<file path="src/rtl/core/dhhs_pkg.sv">
// ----------------------------------------------------------------------------
// dhhs_pkg
// Shared types and constants of the dictionary heavy-hitter selector.
// ----------------------------------------------------------------------------
package dhhs_pkg;

  // Default sizes
  localparam int DICT_DEPTH_DEF  = 1024;
  localparam int GROUP_WIDTH_DEF = 64;
  localparam int MAX_AW          = 16;

  // Field and state widths
  localparam int CNT_W   = 32;
  localparam int THR_W   = 32;
  localparam int BUD_W   = 30;
  localparam int QUOTA_W = 13;
  localparam int ENT_W   = 11;
  localparam int MASK_W  = 64;
  localparam int K_W     = 9;
  localparam int NUM_W   = 33;
  localparam int DEN_W   = 10;

  // Low-cardinality test: rows / entries > 10 is rows >= 11 * entries
  localparam logic [ENT_W-1:0] LOW_CARD_MAX_ENTRIES = 11'd1000;
  localparam logic [31:0]      LOW_CARD_MIN_ROWS    = 32'd20000;
  localparam logic [31:0]      LOW_CARD_RATIO       = 32'd11;

  // Commands
  typedef enum logic [1:0] {
    CMD_NEW_DICT = 2'd0,
    CMD_BATCH    = 2'd1,
    CMD_ROW      = 2'd2,
    CMD_SCAN     = 2'd3
  } cmd_e;

  // One counter memory word
  typedef struct packed {
    logic             mark;
    logic [CNT_W-1:0] count;
  } entry_t;

  // Memory access request
  typedef struct packed {
    logic              we;
    logic [MAX_AW-1:0] waddr;
    entry_t            wdata;
    logic              re;
    logic [MAX_AW-1:0] raddr;
  } mem_req_t;

  // Divider start request
  typedef struct packed {
    logic             start;
    logic [NUM_W-1:0] num;
    logic [DEN_W-1:0] den;
  } div_req_t;

endpackage

</file>
<file path="src/rtl/core/dhhs_div.sv">
// ----------------------------------------------------------------------------
// dhhs_div
// Restoring divider, one quotient bit per cycle, for the threshold update.
// ----------------------------------------------------------------------------
module dhhs_div
  import dhhs_pkg::*;
(
  input  logic             clk_i,
  input  logic             rst_ni,
  input  div_req_t         req_i,
  output logic             done_o,
  output logic [NUM_W-1:0] quot_o
);

  localparam int CW = $clog2(NUM_W + 1);

  logic             busy_q, busy_d;
  logic             done_q, done_d;
  logic [CW-1:0]    cnt_q, cnt_d;
  logic [NUM_W-1:0] num_q, num_d;
  logic [DEN_W-1:0] rem_q, rem_d;
  logic [DEN_W-1:0] den_q, den_d;
  logic [DEN_W:0]   trial;
  logic             qbit;

  // One shift-subtract step
  always_comb begin
    trial = {rem_q, num_q[NUM_W-1]};
    qbit  = (trial >= {1'b0, den_q});
    busy_d = busy_q;
    done_d = 1'b0;
    cnt_d  = cnt_q;
    num_d  = num_q;
    rem_d  = rem_q;
    den_d  = den_q;
    if (req_i.start) begin
      busy_d = 1'b1;
      cnt_d  = '0;
      num_d  = req_i.num;
      rem_d  = '0;
      den_d  = req_i.den;
    end else if (busy_q) begin
      rem_d = qbit ? DEN_W'(trial - {1'b0, den_q}) : trial[DEN_W-1:0];
      num_d = {num_q[NUM_W-2:0], qbit};
      cnt_d = cnt_q + 1'b1;
      if (cnt_q == CW'(NUM_W - 1)) begin
        busy_d = 1'b0;
        done_d = 1'b1;
      end
    end
  end

  always_ff @(posedge clk_i or negedge rst_ni) begin
    if (!rst_ni) begin
      busy_q <= 1'b0;
      done_q <= 1'b0;
      cnt_q  <= '0;
    end else begin
      busy_q <= busy_d;
      done_q <= done_d;
      cnt_q  <= cnt_d;
    end
  end

  always_ff @(posedge clk_i) begin
    num_q <= num_d;
    rem_q <= rem_d;
    den_q <= den_d;
  end

  assign done_o = done_q;
  assign quot_o = num_q;

endmodule

</file>
<file path="config.mk">
export PLATFORM = sky130hd
export DESIGN_NAME = dhhs_div
export DESIGN_NICKNAME = d
export VERILOG_FILES = /design/src/rtl/core/dhhs_pkg.sv /design/src/rtl/core/dhhs_div.sv
export SDC_FILE = /design/constraint.sdc
export NUM_CORES = 1
export LEC_CHECK = 0
export ABC_AREA = 1
export BUFFER_PORTS_ARGS = -buffer_cell sky130_fd_sc_hd__buf_2
export CAP_MARGIN = 20
export CORE_MARGIN = 3
export CORE_UTILIZATION = 57
export DETAILED_ROUTE_END_ITERATION = 8
export GPL_TIMING_DRIVEN = 1
export PLACE_DENSITY = 0.9
export SLEW_MARGIN = 5
export SYNTH_ARGS = -nofsm -noshare
export SYNTH_HDL_FRONTEND = slang
export SYNTH_SLANG_ARGS = --single-unit
</file>
<file path="constraint.sdc">
create_clock -name clk_i -period 3.7 [get_ports clk_i]
set_clock_uncertainty 0.05 [all_clocks]
set_input_delay 0.185 -clock clk_i [delete_from_list [all_inputs] [get_ports clk_i]]
set_output_delay 0.185 -clock clk_i [all_outputs]
set_load 0.01 [all_outputs]
</file>
---- After elaboration in Yosys (flattened, before gate mapping) ----
Index checks and enable logic that the tools add are counted.
cells by class
  mux-type cells .......................... 11
  add/subtract/negate cells ............... 2
  order comparisons ....................... 1
  equal/unequal tests ..................... 1
  reduce and logical (&&, ||, !) cells .... 1
operator list
  cell                                         number
  two-way mux 33 bit                           2
  two-way mux 6 bit                            2
  >= comparator 11 x 10 -> 1 bit               1
  two-way mux 10 bit                           1
  subtractor 10 bit                            1
  adder 6 x 1 -> 6 bit, second input constant  1
  equality test 6 bit, second input constant   1
  two-way mux 1 bit                            6
  nonzero test 2 bit                           1
word-level totals
  register bits after elaboration ......... 61
  output and inout port bits .............. 34

---- Longest topological paths before layout ----
  depth after elaboration ................. 4
  depth in mapped cells ................... 14

---- Least setup slack after synthesis ----
No wires, ideal clock.
  path type ............................... reg-to-reg
  start point ............................. register num_q[32] (netlist: quot_o[32])
  end point ............................... register rem_q[8]
  library setup time ...................... 113 ps
  stages on the path, launching flop included .. 15
  arrival ................................. 1663 ps
  required time ........................... 3537 ps
  clock period less this slack ............ 1826 ps
  path slack .............................. 1874 ps
  path through ............................ edfxtp_1 inv_1 ha_1 inv_1 fa_1 nand3_1 nand2_1 nand2_1 nand2_1 nand2_1 nand2_1 inv_1 nand2_1 nand3_1 nand2_1
between the ends
  cells in the longest elaborated chain, start to end .. 2
  elaborated cells on any way between the ends .. 3
  classes of those cells .................. 1 x add/sub; 1 x order compare; 1 x mux
RTL lines
  item                                                                 RTL line                        text
  from (decl)                                                          dhhs_div.sv:20                  logic [NUM_W-1:0] num_q, num_d;
  from (signal assigned)                                               dhhs_div.sv:66                  num_q <= num_d;
  subtractor 10 bit or >= comparator 11 x 10 -> 1 bit (tied branches)  dhhs_div.sv:43, dhhs_div.sv:29
  two-way mux 10 bit (*)                                               dhhs_div.sv:43                  rem_d = qbit ? DEN_W'(trial - {1'b0, den_q}) : trial[DEN_W-1:0];
  to (signal assigned)                                                 dhhs_div.sv:67                  rem_q <= rem_d;
  to (decl)                                                            dhhs_div.sv:21                  logic [DEN_W-1:0] rem_q, rem_d;
Mark *: on every way between the ends. The rest lies on a longest branch, timed or not.
A chain may end at the register's enable or synchronous reset.

---- Final worst setup path ----
  start point ............................. register den_q[2]
  end point ............................... register rem_q[0]
between the ends
  cells in the longest elaborated chain, start to end .. 2
RTL lines
  item                            RTL line        text
  from (decl)                     dhhs_div.sv:22  logic [DEN_W-1:0] den_q, den_d;
  from (signal assigned)          dhhs_div.sv:68  den_q <= den_d;
  >= comparator 11 x 10 -> 1 bit  dhhs_div.sv:29  qbit = (trial >= {1'b0, den_q});
  two-way mux 10 bit              dhhs_div.sv:43
Every way passes these cells.

==> run summary <==
* 0.9154 — Final GP Congestion
* 363 — Filler Cells Inserted
* 0.352 — proportion of power drawn by combinational gates
* input port to flop — Hold WC Path Type
* 9 — total CTS buffers
* 3649 µm² — area post-placement
* req_i[24] — min-delay src
* 0 — overall overflow remaining after global route
* 7.297 mm — post-detailed-routing wire length
* den_q[2]$_DFFE_PP_ — beginning of the critical path
* 2713 — via count of the first global-routing pass
* 0 — total of cells resized after clock tree synthesis
* 2.106 nW — Pleak
* 11 — number of cells traversed by the worst register-to-register path
* 61 — clock sink count
* 6614 µm² — area of the die
* 0 — # DRC
* 5.231 mm — half-perimeter wire length of the detailed placement result
* 2772 — total via count in the routed design
* 0 ns — total negative slack
* 0.291 — power share of the clock group
* 8.579 µm² — average cell area after synthesis
* 0.2355 — global-route usage over all layers
* 29 — Cell variety after synth
* 1.47 ns — setup slack on the worst flop-to-flop path
* 0.6019 — share of the clock period used by the worst path
* 80 — ports placed on the boundary
* yes — clock tree from TritonCTS
* 0 — number of antenna repair diodes
* 5303 µm² — total core area
* 13.41 µm — post-DR wirelength/cell
* 0.3480 — proportion of total power due to net switching
* 0 — count of nets left with antenna violations after detail routing
* rem_q[0]$_SDFFE_PP0P_ — worst flop-to-flop path endpoint
* 0 — Fin. Hold Viols
* 79 — # port buffers
* 0.2998 — area share of and/or/nand/nor cells after synthesis
* 3 — hold-critical path depth
* 0 — number of antenna violations at the first check in global routing
* 0.33 ns — clk_lat worst skew
* 40 — largest net degree at the start of global routing
* 3.92 ns — required time of the critical path
* sky130_fd_sc_hd__nor2_2 — CP max-delay cell
* 0.6100 — starting density of the core
* 0 — proportion of synthesized area in mux cells
* 0.50 ns — Largest stage delay, worst path
* 4031 µm² — Final Cell Area
* 0.8934 mW — Sw Pwr
* 2 — buffers from clock root to sink, at most
* 24.64% — Layout area overhead
* sky130_fd_sc_hd__clkbuf_8 — root buffer cell
* 436 — Mapped Nets
* 0.357 — sequential share of power
* 81.33 µm — horizontal die dimension
* 0.03946 — post-synthesis compound-gate area fraction
* completed — run status
* 3 — CTS H-tree lvls
* 2.45 ns — Arr. time, crit path
* 5 — number of detailed-routing iterations run before antenna repair
* 1692 µm² — sequential standard cell area
* 0.7633 ns — transition time at the pin with the least slew margin
* 528 — number of nets in the final layout
* 0 — final count of negative-setup-slack endpoints
* quot_o[14]$_DFFE_PP_ — Hold Crit Endpoint
* 11.81 mm — global-route wire length before repair
* 0.008124 — post-synthesis xor/xnor area fraction
* 0.3460 mV — Max rail drop VDD
* 0 — number of warnings issued by yosys
* 26 — row cnt
* 0 — final-report max-slew violation count
* 81.33 µm — DIE HEIGHT
* 0.05261 — post-synthesis adder-cell area fraction
* 377 — number of instances in the synthesized netlist
* 0.2468 — layout cells sized above 1
* false — setup repair after global routing missed its margin
* 13 — largest driver fanout on the critical path
* den_q[2]$_DFFE_PP_ — launch instance of the worst register-to-register path
* 0.4893 — Worst slew margin
* flop to flop — critical path type
* 3234 µm² — Netlist Area Pre-Place
* 61 — count of state elements after synthesis
* flop — Critical Path End Type
* 276 — DR iter-0 viols
* 0 — Max Cap Violations
* 5.096 — number of vias per cell
* inv_1, ha_1, nand2_1, nor2_1, nand2_1, nor2_2, nor2_2, nand2_2, nand2_1, nand3_1, o21ai_1 — Critical Path, Cell by Cell
* 0.5230 — sequential area share after synthesis
* 1.674 mW — internal power of the cells
* 2.227 ns — time the final worst path needs with I/O delays and setup
* 636.8 nW/µm² — Cell Pwr Density
* 0.4490 GHz — maximum clock frequency
* 0.07 ns — clock transition time at the flip-flop clock pins of the worst setup and hold paths
* flop — CP startpoint kind
* simple AND/OR/NAND/NOR gates — largest family of logic cells by synthesized area
* 1294 µm² — area used by multi-input combinational logic
* sky130_fd_sc_hd__nand2_1 — cell occurring most often along the worst timing path
[final cells by class]
class | count | share of cell area
clock inverter | 5 | 0.02638
clock buffer | 11 | 0.03755
multi-input combinational | 260 | 0.3209
inverter | 44 | 0.04097
timing repair buffer | 93 | 0.1328
sequential | 61 | 0.4196
tap | 70 | 0.02173
[layer usage]
layer  up-vias  track usage  part of all wire
li1       1383            -                 -
met4         0       0.1081             0.024
met2       101       0.3909              0.50
met3        18      0.03991             0.056
met5         -            0                 0
met1      1270       0.3004              0.42
[placed cells by master (no fill, tap or decap), drive strengths merged, types with 8 or more instances in the layout]
| cell | netlist | final |
|---|---|---|
| dfxtp | 10 | 10 |
| nand2 | 174 | 174 |
| edfxtp | 43 | 43 |
| nand3 | 22 | 22 |
| nor2 | 16 | 16 |
| inv | 44 | 44 |
| ha | 12 | 12 |
| dlygate4sd3 | 0 | 11 |
| o21ai | 9 | 9 |
| buf | 6 | 82 |
| clkbuf | 6 | 11 |
| a21oi | 10 | 10 |
| dfrtp | 8 | 8 |
[worst max path at each step]
| stage | slack (ns) | depth (start not counted) | to |
|---|---|---|---|
| final | 1.47 | 11 | rem_q[0]$_SDFFE_PP0P_ |
| after global placement | 1.64 | 11 | rem_q[0]$_SDFFE_PP0P_ |
| after global routing | 1.30 | 11 | rem_q[0]$_SDFFE_PP0P_ |
| after CTS | 1.50 | 11 | rem_q[0]$_SDFFE_PP0P_ |
| after detailed placement | 1.53 | 11 | rem_q[0]$_SDFFE_PP0P_ |
| after floorplan | 1.87 | 14 | rem_q[8]$_SDFFE_PP0P_ |
[registers in the layout, indices dropped and copies added, names as in the netlist]
name	flops
busy_q	1
cnt_q	6
den_q	10
done_o	1
quot_o	33
rem_q	10
[what timing repair did]
action,4_1_cts,5_1_grt
buffers inserted,0,0
endpoints found under the hold margin,18,0
hold buffers,11,0
setup endpoints to repair,0,0
[kinds of logic after synthesis]
logic type,Yosys count
AO/OA/AOI/OAI,20
buffers and inverters,56
flip-flops,61
adder cells (fa/ha/maj),13
AND/OR/NAND/NOR,224
XOR/XNOR,3
[critical path, delay by kind of cell (launching register included)]
family                   cells  cell delay, ns
buffers and inverters        1            0.04
flip-flops                   1            0.33
adder cells (fa/ha/maj)      1            0.39
AND/OR/NAND/NOR              8            1.22
AO/OA/AOI/OAI                1            0.12
[power by group through the flow]
stage | Combinational [mW] | Sequential, mW | Clock (mW)
final | 0.903 | 0.917 | 0.748
after CTS | 0.896 | 0.915 | 0.755
after global placement | 0.836 | 0.923 | 0
after floorplan | 0.685 | 0.924 | 0
after global routing | 1.01 | 0.928 | 0.785
after detailed placement | 0.872 | 0.924 | 0
[stage by stage]
step | setup WS, ns | hold WS (ns) | utilization | power (mW) | std cells
final | 1.473 | 0.06494 | 0.7603 | 2.567 | 544
after global routing | 1.301 | 0.07310 | 0.7603 | 2.723 | 544
after CTS | 1.497 | 0.05369 | 0.7574 | 2.565 | 543
after detailed placement | 1.533 | -0.007454 | 0.6881 | 1.796 | 516
after global placement | 1.645 | -0.01060 | 0.6881 | 1.759 | 516
after floorplan | 1.874 | -0.1606 | - | 1.609 | 377
[cells in the mapped netlist]
| cell | number | share of area |
|---|---|---|
| sky130_fd_sc_hd__nand3_1 | 18 | 0.028 |
| sky130_fd_sc_hd__nand2_4 | 2 | 0.0070 |
| sky130_fd_sc_hd__a21oi_1 | 7 | 0.011 |
| sky130_fd_sc_hd__nand3_2 | 4 | 0.012 |
| sky130_fd_sc_hd__o21ai_0 | 5 | 0.0077 |
| sky130_fd_sc_hd__inv_1 | 44 | 0.051 |
| sky130_fd_sc_hd__nor3_4 | 1 | 0.0050 |
| sky130_fd_sc_hd__dfrtp_1 | 8 | 0.062 |
| sky130_fd_sc_hd__xnor2_1 | 3 | 0.0081 |
| sky130_fd_sc_hd__nand3b_1 | 6 | 0.014 |
| sky130_fd_sc_hd__buf_12 | 1 | 0.0062 |
| sky130_fd_sc_hd__fa_1 | 1 | 0.0062 |
| sky130_fd_sc_hd__buf_6 | 2 | 0.0070 |
| sky130_fd_sc_hd__nand4_1 | 2 | 0.0039 |
| sky130_fd_sc_hd__nor3_1 | 3 | 0.0046 |
| sky130_fd_sc_hd__nand2_2 | 5 | 0.0097 |
| sky130_fd_sc_hd__a31oi_1 | 1 | 0.0019 |
| sky130_fd_sc_hd__nand2_1 | 167 | 0.19 |
| sky130_fd_sc_hd__edfxtp_1 | 43 | 0.40 |
| sky130_fd_sc_hd__buf_2 | 3 | 0.0046 |
| sky130_fd_sc_hd__nor2_1 | 12 | 0.014 |
| sky130_fd_sc_hd__a21oi_4 | 2 | 0.010 |
| sky130_fd_sc_hd__clkbuf_4 | 1 | 0.0023 |
| sky130_fd_sc_hd__a21oi_2 | 1 | 0.0027 |
| sky130_fd_sc_hd__clkbuf_1 | 5 | 0.0058 |
| sky130_fd_sc_hd__o21ai_1 | 4 | 0.0062 |
| sky130_fd_sc_hd__ha_1 | 12 | 0.046 |
| sky130_fd_sc_hd__nor2_2 | 4 | 0.0077 |
| sky130_fd_sc_hd__dfxtp_1 | 10 | 0.062 |
Power figures use the tool's default switching activity.
